==> src/sclt_pkg.sv <==
`timescale 1ns / 1ps
`default_nettype none
// ----------------------------------------------------------------------------
// sclt_pkg: shared types and constants of the sector cache tag controller
// Holds the field widths, the queued request and result types and the engine states.
// ----------------------------------------------------------------------------
package sclt_pkg;

  localparam int SectorWidth = 32;
  localparam int SlotWidth   = 6;
  localparam int StampWidth  = 32;

  localparam logic OpRead  = 1'b0;
  localparam logic OpWrite = 1'b1;

  // request handed from the front part to the engine
  typedef struct packed {
    logic                   is_write;
    logic                   bypass;
    logic [SectorWidth-1:0] sector;
  } req_t;

  // result item
  typedef struct packed {
    logic                   hit;
    logic [SlotWidth-1:0]   slot;
    logic                   fetch_from_disk;
    logic                   write_direct;
    logic                   evict;
    logic [SectorWidth-1:0] evicted_sector;
  } res_t;

  typedef enum logic [2:0] {
    ST_IDLE,
    ST_SCAN,
    ST_VICTIM,
    ST_UPDATE,
    ST_OUT
  } eng_state_t;

endpackage
`default_nettype wire

==> src/sector_cache_lru_tags.sv <==
`timescale 1ns / 1ps
`default_nettype none
// ----------------------------------------------------------------------------
// sector_cache_lru_tags: fully associative sector cache tag controller
// Looks up sectors, fills free slots, replaces the least recently used slot.
// ----------------------------------------------------------------------------
// Usage: s_axis carries accesses (tdata = opcode, sector). m_axis returns one
// result per access (tdata = hit, slot, fetch_from_disk, write_direct, evict,
// evicted_sector). cache_enable_we/cache_enable_wdata write the enable bit;
// write it only while idle.
// A two-entry queue decouples input acceptance from the tag engine. The
// engine walks all ENTRIES tag/stamp memory slots one per cycle through a
// single read port; a cached access passes through idle, the walk, victim,
// update and output, while a bypassed access goes from idle straight to
// output. One access is worked on at a time.
// Reset clears valid bits, the access counter and enables the cache.
// A stalled m_axis holds the result; the queue keeps accepting until full.
// ----------------------------------------------------------------------------
module sector_cache_lru_tags
  import sclt_pkg::*;
#(
  parameter int ENTRIES = 64
) (
  input  wire logic        clk,
  input  wire logic        rst,
  input  wire logic        cache_enable_we,
  input  wire logic        cache_enable_wdata,
  input  wire logic        s_axis_tvalid,
  output logic             s_axis_tready,
  input  wire logic [39:0] s_axis_tdata,  // [0] opcode, [32:1] sector, rest zero
  output logic             m_axis_tvalid,
  input  wire logic        m_axis_tready,
  output logic [47:0]      m_axis_tdata   // [0] hit,[6:1] slot,[7] fetch,[8] wdir,
                                          // [9] evict,[41:10] evicted_sector
);

  logic cache_enable;
  logic req_valid, req_ready;
  req_t req;
  res_t res;

  always_ff @(posedge clk) begin
    if (rst) cache_enable <= 1'b1;
    else if (cache_enable_we) cache_enable <= cache_enable_wdata;
  end

  sclt_front u_front (
    .clk, .rst, .cache_enable,
    .in_valid(s_axis_tvalid), .in_ready(s_axis_tready),
    .in_is_write(s_axis_tdata[0]), .in_sector(s_axis_tdata[32:1]),
    .req_valid, .req_ready, .req
  );

  sclt_engine #(.ENTRIES(ENTRIES)) u_engine (
    .clk, .rst, .req_valid, .req_ready, .req,
    .res_valid(m_axis_tvalid), .res_ready(m_axis_tready), .res
  );

  assign m_axis_tdata = {6'd0, res.evicted_sector, res.evict, res.write_direct,
                         res.fetch_from_disk, res.slot, res.hit};

  // a result never both writes direct and hits
  assert property (@(posedge clk) disable iff (rst)
    m_axis_tvalid |-> !(m_axis_tdata[8] && m_axis_tdata[0])) else $error("wdir with hit");
  // evict excludes hit
  assert property (@(posedge clk) disable iff (rst)
    m_axis_tvalid |-> !(m_axis_tdata[9] && m_axis_tdata[0])) else $error("evict on hit");
  // stalled result holds
  assert property (@(posedge clk) disable iff (rst)
    m_axis_tvalid && !m_axis_tready |=> $stable(m_axis_tdata)) else $error("result moved");

endmodule
`default_nettype wire

==> src/sclt_front.sv <==
`timescale 1ns / 1ps
`default_nettype none
// ----------------------------------------------------------------------------
// sclt_front: input stage and request queue
// Takes input items, tags them with the bypass decision and queues them.
// ----------------------------------------------------------------------------
module sclt_front
  import sclt_pkg::*;
(
  input  wire logic        clk,
  input  wire logic        rst,
  input  wire logic        cache_enable,
  input  wire logic        in_valid,
  output logic             in_ready,
  input  wire logic        in_is_write,
  input  wire logic [31:0] in_sector,
  output logic             req_valid,
  input  wire logic        req_ready,
  output req_t             req
);

  localparam int Depth = 2;

  req_t       q [Depth];
  logic       wr_ptr, rd_ptr;
  logic [1:0] count;
  logic       push, pop;

  assign in_ready  = (count != 2'(Depth));
  assign push      = in_valid && in_ready;
  assign req_valid = (count != 2'd0);
  assign pop       = req_valid && req_ready;
  assign req       = q[rd_ptr];

  // store classified items
  always_ff @(posedge clk) begin
    if (push) begin
      q[wr_ptr] <= '{is_write: in_is_write, bypass: ~cache_enable, sector: in_sector};
    end
  end

  // advance pointers
  always_ff @(posedge clk) begin
    if (rst) begin
      wr_ptr <= 1'b0;
      rd_ptr <= 1'b0;
      count  <= 2'd0;
    end else begin
      if (push) wr_ptr <= ~wr_ptr;
      if (pop) rd_ptr <= ~rd_ptr;
      count <= count + 2'(push) - 2'(pop);
    end
  end

endmodule
`default_nettype wire

==> src/sclt_engine.sv <==
`timescale 1ns / 1ps
`default_nettype none
// ----------------------------------------------------------------------------
// sclt_engine: tag walk and replacement engine
// Walks tag/stamp memories one slot a cycle, updates and replies, or bypasses.
// ----------------------------------------------------------------------------
module sclt_engine
  import sclt_pkg::*;
#(
  parameter int ENTRIES = 64
) (
  input  wire logic clk,
  input  wire logic rst,
  input  wire logic req_valid,
  output logic      req_ready,
  input  req_t      req,
  output logic      res_valid,
  input  wire logic res_ready,
  output res_t      res
);

  localparam int IdxW = $clog2(ENTRIES);

  logic [SectorWidth-1:0] tag_mem   [ENTRIES];
  logic [StampWidth-1:0]  stamp_mem [ENTRIES];
  logic [ENTRIES-1:0]     valid_bits;

  eng_state_t state, state_next;
  req_t       cur;
  logic [IdxW:0]   idx;
  logic [IdxW-1:0] ridx;
  logic            rd_live;
  logic [IdxW-1:0] rd_idx_q;
  logic [SectorWidth-1:0] tag_q;
  logic [StampWidth-1:0]  stamp_q;
  logic                   found, free_found, best_set;
  logic [IdxW-1:0]        hit_slot, free_slot, best;
  logic [StampWidth-1:0]  best_stamp;
  logic [SectorWidth-1:0] best_tag;
  logic [StampWidth-1:0]  access_counter;
  logic [IdxW-1:0]        slot_sel;
  logic                   scan_done;

  assign ridx      = idx[IdxW-1:0];
  assign scan_done = (idx == (IdxW+1)'(ENTRIES)) && !rd_live;
  assign req_ready = (state == ST_IDLE);
  assign res_valid = (state == ST_OUT);
  assign slot_sel  = found ? hit_slot : (free_found ? free_slot : best);

  // next state
  always_comb begin
    state_next = state;
    unique case (state)
      ST_IDLE:   if (req_valid) state_next = req.bypass ? ST_OUT : ST_SCAN;
      ST_SCAN:   if (scan_done) state_next = ST_VICTIM;
      ST_VICTIM: state_next = ST_UPDATE;
      ST_UPDATE: state_next = ST_OUT;
      ST_OUT:    if (res_ready) state_next = ST_IDLE;
      default:   state_next = ST_IDLE;
    endcase
  end

  always_ff @(posedge clk) begin
    if (rst) state <= ST_IDLE;
    else state <= state_next;
  end

  // memory reads, one slot a cycle
  always_ff @(posedge clk) begin
    tag_q    <= tag_mem[ridx];
    stamp_q  <= stamp_mem[ridx];
    rd_idx_q <= ridx;
  end

  // memory writes on update
  always_ff @(posedge clk) begin
    if (state == ST_UPDATE) begin
      tag_mem[slot_sel]   <= cur.sector;
      stamp_mem[slot_sel] <= access_counter;
    end
  end

  // walk and compare
  always_ff @(posedge clk) begin
    if (rst) begin
      idx        <= '0;
      rd_live    <= 1'b0;
      valid_bits <= '0;
      access_counter <= '0;
      found <= 1'b0;
      free_found <= 1'b0;
      best_set <= 1'b0;
    end else begin
      unique case (state)
        ST_IDLE: begin
          if (req_valid) begin
            cur        <= req;
            idx        <= '0;
            rd_live    <= 1'b0;
            found      <= 1'b0;
            free_found <= 1'b0;
            best_set   <= 1'b0;
            best       <= '0;
            best_stamp <= '0;
          end
        end
        ST_SCAN: begin
          if (idx != (IdxW+1)'(ENTRIES)) begin
            idx     <= idx + 1'b1;
            rd_live <= 1'b1;
          end else begin
            rd_live <= 1'b0;
          end
          if (rd_live) begin
            if (valid_bits[rd_idx_q]) begin
              if (!found && tag_q == cur.sector) begin
                found    <= 1'b1;
                hit_slot <= rd_idx_q;
              end
              if (!best_set || stamp_q < best_stamp) begin
                best_set   <= 1'b1;
                best       <= rd_idx_q;
                best_stamp <= stamp_q;
                best_tag   <= tag_q;
              end
            end else if (!free_found) begin
              free_found <= 1'b1;
              free_slot  <= rd_idx_q;
            end
          end
        end
        ST_VICTIM: begin
          access_counter <= access_counter + 1'b1;
        end
        ST_UPDATE: begin
          valid_bits[slot_sel] <= 1'b1;
        end
        ST_OUT: ;
        default: ;
      endcase
    end
  end

  // build result; victim tag kept from the walk
  always_comb begin
    res = '0;
    if (cur.bypass) begin
      res.fetch_from_disk = ~cur.is_write;
      res.write_direct    = cur.is_write;
    end else begin
      res.hit             = found;
      res.slot            = SlotWidth'({{(SlotWidth+1){1'b0}}, slot_sel});
      res.fetch_from_disk = !found && !cur.is_write;
      res.evict           = !found && !free_found;
      res.evicted_sector  = res.evict ? best_tag : '0;
    end
  end

endmodule
`default_nettype wire
==> config.mk <==
export PLATFORM = sky130hd
export DESIGN_NAME = sector_cache_lru_tags
export DESIGN_NICKNAME = d
export VERILOG_FILES = /design/src/sclt_pkg.sv /design/src/sector_cache_lru_tags.sv /design/src/sclt_front.sv /design/src/sclt_engine.sv
export SDC_FILE = /design/constraint.sdc
export NUM_CORES = 2
export LEC_CHECK = 0
export BUFFER_PORTS_ARGS = -buffer_cell sky130_fd_sc_hd__buf_2
export CORE_MARGIN = 4
export CORE_UTILIZATION = 50
export CTS_CLUSTER_SIZE = 16
export DETAILED_ROUTE_END_ITERATION = 12
export GPL_ROUTABILITY_DRIVEN = 0
export PLACE_DENSITY_LB_ADDON = 0.1
export SKIP_CTS_REPAIR_TIMING = 1
export SLEW_MARGIN = 40
export SYNTH_ARGS = -nofsm -noshare
export SYNTH_HDL_FRONTEND = slang
export SYNTH_MEMORY_MAX_BITS = 65536
export SYNTH_SLANG_ARGS = --single-unit
==> constraint.sdc <==
create_clock -name clk -period 8.92 [get_ports clk]
set_input_delay 0.446 -clock clk [delete_from_list [all_inputs] [get_ports clk]]
set_output_delay 0.446 -clock clk [all_outputs]
set_load 0.05 [all_outputs]
; Word-level counts from Yosys, hierarchy flattened
; Memories as Yosys holds them, arrays and structs flattened. A register that Yosys moved wholly into a read port is not among the register bits.
; Cells that the tools add are included.
[classes]
reduce_logical = 27
add_sub_neg = 4
bitwise = 8
n_mux = 49
n_lt_le_gt_ge = 4
n_eq_ne = 17
[ops]
columns = op, count
row1 = 32-bit two-way mux, 5
row2 = 64-bit OR, 1
row3 = 32-bit one-hot mux with 2 select lines, 1
row4 = 6-bit two-way mux, 6
row5 = 33-bit two-way mux, 1
row6 = 32-bit by 1-bit adder with 32-bit output (second input constant), 1
row7 = 32-bit equality test, 1
row8 = 32-bit less-than comparator, 1
row9 = 5-bit AND reduction, 5
row10 = 7-bit two-way mux, 3
row11 = 1-bit two-way mux, 20
row12 = 2-bit by 1-bit inequality test with 1-bit output (second input constant), 8
row13 = 3-bit one-hot mux with 5 select lines, 1
row14 = 6-bit by 7-bit less-than comparator with 1-bit output (second input constant), 2
row15 = 7-bit one-hot mux with 2 select lines, 1
row16 = 3-bit two-way mux, 4
row17 = 6-bit one-hot mux with 2 select lines, 1
row18 = 3-bit AND reduction, 3
row19 = 1-bit one-hot mux with 2 select lines, 4
row20 = 7-bit by 1-bit adder with 7-bit output (second input constant), 1
row21 = 7-bit equality test (second input constant), 1
row22 = 1-bit logical AND, 7
row23 = 7-bit inequality test (second input constant), 1
row24 = 1-bit inverter, 7
row25 = other kinds (16), 23
[word_totals]
ram_bits = 4164
n_memories = 3
regBits = 237
output_inout_bits = 50
inputBits = 46
[memory_table]
columns = memory, words, word_bits, read_ports, rd_ports_with_merged_regs, wr, line_no
row1 = u_engine.stamp_mem, 64, 32, 1, 1, 1, sclt_engine.sv:25  ; logic [StampWidth-1:0] stamp_mem [ENTRIES];
row2 = u_engine.tag_mem, 64, 32, 1, 1, 1, sclt_engine.sv:24  ; logic [SectorWidth-1:0] tag_mem [ENTRIES];
row3 = u_front.q, 2, 34, 1, 1, 1, sclt_front.sv:24  ; req_t q [Depth];

; Longest topological paths before layout
[logic_depth]
ltp_word = 7
mapped_depth = 14
ltp_nobuf = 9

; Modules after synthesis
; From an unflattened synthesis, not the netlist that was laid out.
[unflattened]
hier_cells = 7149
hier_area_um2 = 169319.9
[modules_own_cells]
columns = mod, cells_each, instances, seq_area_each_um2, area_per_inst_um2
row1 = sclt_engine, 7008, 1, 130084.8, 166412.1
row2 = sclt_front, 131, 1, 2142.1, 2824.0
row3 = sector_cache_lru_tags, 10, 1, 20.0, 83.8

; Worst setup path after synthesis
; No wires, ideal clock.
[synth_path]
kind = reg-to-reg
from = register u_engine.rd_idx_q[4]
to = register u_engine.best[0] (enable)
stages_incl_launch_ff = 8
arrival_time_ns = 4.563
setup_ns = 0.397
path_slack_ns = 3.960
path_cell_list = dfxtp_1 clkbuf_1 mux4_2 mux4_2 mux2_2 nand2_4 a2111oi_2 or2_1
[synth_between]
elab_chain_cells = 4
[synth_rtl]
columns = element, line_no
row1 = start: declaration, sclt_engine.sv:33  ; logic [IdxW-1:0] rd_idx_q;
row2 = start signal: assignment, sclt_engine.sv:72  ; rd_idx_q <= ridx;
row3 = 1-bit binary-select mux with 6-bit select, sclt_engine.sv:115  ; if (valid_bits[rd_idx_q]) begin
row4 = 1-bit two-way mux (not written as such), sclt_engine.sv:115
row5 = 2-bit by 1-bit inequality test with 1-bit output (no source line), n/a
row6 = 6-bit AND reduction (no source line), n/a
row7 = end signal: assignment, sclt_engine.sv:122  ; best <= rd_idx_q;
row8 = end: declaration, sclt_engine.sv:37  ; logic [IdxW-1:0] hit_slot, free_slot, best;
; No other way between the ends. The select of a mux whose other input is x is not followed.
; A chain may end at the register's enable or synchronous reset.

; Worst setup path after layout
[layout_path]
from = register u_engine.free_found
to = memory u_engine.stamp_mem[34][1] (enable)
[layout_between]
elab_chain_cells = 2
[layout_rtl]
columns = element, line_no
row1 = start: declaration, sclt_engine.sv:36  ; logic found, free_found, best_set;
row2 = start signal: assignment, sclt_engine.sv:91  ; free_found <= 1'b0;
row3 = start signal: assignment, sclt_engine.sv:101  ; free_found <= 1'b0;
row4 = start signal: assignment, sclt_engine.sv:127  ; free_found <= 1'b1;
row5 = 6-bit two-way mux (2 in series), sclt_engine.sv:48  ; assign slot_sel = found ? hit_slot : (free_found ? free_slot : best);
row6 = end: declaration, sclt_engine.sv:25
; No other way between the ends.

==> results.json <==
{
  "min_period_over_period_pct": 48.23,
  "critPathLaunchType": "flop",
  "fmax_mhz": 232.4,
  "avgSynthCellArea_sq_um": 23.71,
  "vias": 79990,
  "post-route-min-period_ns": 4.302,
  "cts_max_level": 5,
  "final_area_sq_um": 193000,
  "root_buffer": "clkbuf_16",
  "fin_cells": 12570,
  "sw_frac_of_total_pct": 23.45,
  "r2r-start": "u_engine.free_found",
  "area_delta_synth_final_pct": 13.91,
  "fillerInstances": 24360,
  "drc_errors": 0,
  "synth_compound_area_share_pct": 1.171,
  "cts.clk_slew.worst_paths_ns": 0.06,
  "rows": 213,
  "synth_cell_types": 61,
  "cp_common_cell": "buf_4",
  "hold_end": "u_engine.state[0]",
  "power_uw": 48670,
  "slew_violations": 0,
  "synth_simple_gate_area_share_pct": 1.247,
  "rsz0062_at_grt": "false",
  "drive_above_1_share_pct": 30.32,
  "holdCritStartpoint": "m_axis_tready",
  "vdd_drop_max_v": 0.0001782,
  "async_reset_ff_share_pct": 0,
  "power_density_nw_per_um2": 252.1,
  "crit_arrival_ns": 4.89,
  "hold_depth": 5,
  "antenna_found_initial": 15,
  "boundaryPins": 96,
  "whs_ns": 0.08230,
  "required_ns": 9.51,
  "p_comb_share_pct": 12.2,
  "leakagePower_uw": 0.05920,
  "grt_first_pass_wirelength_um": 649400,
  "io_buffer_count": 82,
  "synth_most_common_cell": "edfxtp_1",
  "slew-limit-headroom_pct": 31.57,
  "synthTopCellsByCount": "4,280 x edfxtp_1, 1,252 x mux4_2, 186 x dfxtp_1",
  "reg2reg_slack_ns": 4.62,
  "clk_latency_ns": 0.99,
  "coreArea_sq_um": 337100,
  "cts_buffers": 455,
  "grt_remaining_overflow": 0,
  "dr.first_iter.drc_count": 10870,
  "cpPeakStageDelay_ns": 0.73,
  "cts.sinks": 4466,
  "wl_um": 470700,
  "drt-pass1-iter-count": 6,
  "grt_max_degree": 126,
  "setup_tns_ns": 0,
  "dieWidth_um": 590.2,
  "crit_chain": "mux2i_1, nor2_1, a21oi_1, nor2b_1, nand2_1, nor2_4, buf_4, buf_4",
  "seqPwrFrac_pct": 49.1,
  "synth_top_area_cell": "edfxtp_1",
  "synth_mux_area_share_pct": 17.76,
  "placed_cell_area_sq_um": 177600,
  "finalSetupViolations": 0,
  "mappedNetlistArea_sq_um": 169500,
  "rr_worst_depth": 8,
  "dp_cells": 11650,
  "fin_nets": 7723,
  "cts_tree": "done",
  "finClkSkew_ns": 0.03925,
  "synthAdderAreaFrac_pct": 0.2658,
  "yosysWarnings": 0,
  "synth_xor_xnor_area_share_pct": 0.3411,
  "via_per_inst": 6.363,
  "switching_power_uw": 11410,
  "syn_inst": 7146,
  "synth_top_family_by_area": "multiplexers",
  "crit_type": "reg -> reg",
  "ys_ff_latch": 4466,
  "p_int_uw": 37250,
  "hold_viol": 0,
  "cp_max_fo": 25,
  "power_frac_clock_pct": 38.7,
  "die-height_um": 590.2,
  "status": "completed",
  "ant_nets": 0,
  "r2r_end": "u_engine.stamp_mem[34][1]",
  "endpoint_kind": "flop",
  "synth.top_cell.area_share_pct": 75.84,
  "tightest_slew_ns": 1.026,
  "dp_hpwl_um": 240600,
  "start_util_pct": 50.27,
  "yosys-top-cells-area": "edfxtp_1 76%, mux4_2 17%, dfxtp_1 2.2%",
  "synth_edf_count": 4280,
  "grt_usage_pct": 26.90,
  "synth_ff_type": "edfxtp_1",
  "wl_per_cell_um": 37.45,
  "cts_max_path_buffers": 4,
  "max-cap-violations": 0,
  "hp-class": "in -> reg",
  "grt_pass1_vias": 80280,
  "crit_path_top_delay_cell": "buf_4",
  "dieArea_sq_um": 348300,
  "synth-seq-area-share_pct": 78.04
}
[flip-flops by register name, indices dropped and copies added, names as in the netlist, 34 cells and up, named ones only]
| signal | count |
|---|---|
| u_engine.stamp_mem | 2048 |
| u_engine.tag_mem | 2048 |
| u_front.q | 68 |
| u_engine.valid_bits | 64 |
| u_engine.cur | 34 |
[cells by family (layout without fill, tap and decap cells)]
group	count (synthesis)	count (layout)
DFF	4466	4466
muxes	1437	1437
buffers and inverters	414	1293
AOI/OAI and AO/OA	293	293
and+or+nand+nor	433	433
xor gates and xnor gates	66	66
adders and majority gates	36	36
other	1	31
[layout make-up]
cell class	count	area [sq um]	area share, %
Clock buffer	597	12260	6.349
Sequential cell	4466	132300	68.56
Tap cell	4515	5649	2.927
Clock inverter	249	2467	1.278
Timing Repair Buffer	400	4207	2.179
Multi-Input combinational cell	2271	35860	18.58
Antenna cell	25	62.56	0.03241
Inverter	47	186.4	0.09658
[worst max-delay path by stage]
stage | from | to | cells after the start
floorplan | u_engine.rd_idx_q[4] | u_engine.best[0] | 7
global placement | u_engine.free_found | u_engine.tag_mem[26][26] | 6
detailed placement | u_engine.free_found | u_engine.stamp_mem[34][21] | 8
CTS | u_engine.free_found | u_engine.stamp_mem[34][17] | 8
global route | u_engine.free_found | u_engine.stamp_mem[34][1] | 8
finish | u_engine.free_found | u_engine.stamp_mem[34][1] | 8
[stage by stage]
stage	setup WS, ns	util (%)
floorplan	3.960	-
global placement	4.323	52.38
detailed placement	4.739	52.68
CTS	4.705	57.05
global route	4.488	57.26
finish	4.618	57.26
[power by group through the flow]
stage	logic, uW	registers (uW)	clock network, uW
6_report	5960	23900	18800
3_5_place_dp	5980	24300	0
5_1_grt	6400	23900	20000
4_1_cts	5990	23900	19100
3_3_place_gp	5900	24300	0
2_1_floorplan	4210	24500	0
[cell usage in the layout (no fill, tap or decap), drive strengths merged, types with 5 or more instances in the layout]
master	synthesis	layout
dlygate4sd3	0	36
o221ai	35	35
mux2i	141	141
a211oi	23	23
nand2b	5	5
nor3	12	12
bufinv	0	41
mux4	1252	1252
xor2	35	35
a22oi	6	6
conb	1	6
nor4	6	6
nor2	150	150
dfxtp	186	186
diode	0	25
o21a	62	62
ha	36	36
a2111oi	5	5
nand4	18	18
buf	226	364
nor2b	17	17
a21oi	79	79
xnor2	31	31
inv	46	60
o22a	11	11
o22ai	18	18
edfxtp	4280	4280
o21ai	28	28
nand3	36	36
a21o	9	9
nand2	79	79
clkbuf	141	597
and2	86	86
clkinvlp	0	17
mux2	44	44
and3	5	5
clkinv	1	178
or3	5	5
[per-layer routing]
layer,wire length (um),part of all wire (%),global-route usage [%]
met5,0,0,0
met4,15930,3.4,7.968
met2,232900,49,43.94
met3,34110,7.2,4.182
met1,187800,40,38.04
[critical path: cells and delay by family, from the launching register on]
family	cells	cell delay [ns]
AO/OA/AOI/OAI	1	0.60
buffers and inverters	2	1.25
flip-flops	1	0.67
multiplexers	1	0.24
AND/OR/NAND/NOR	4	1.04
(Power assumes the default switching activity.)
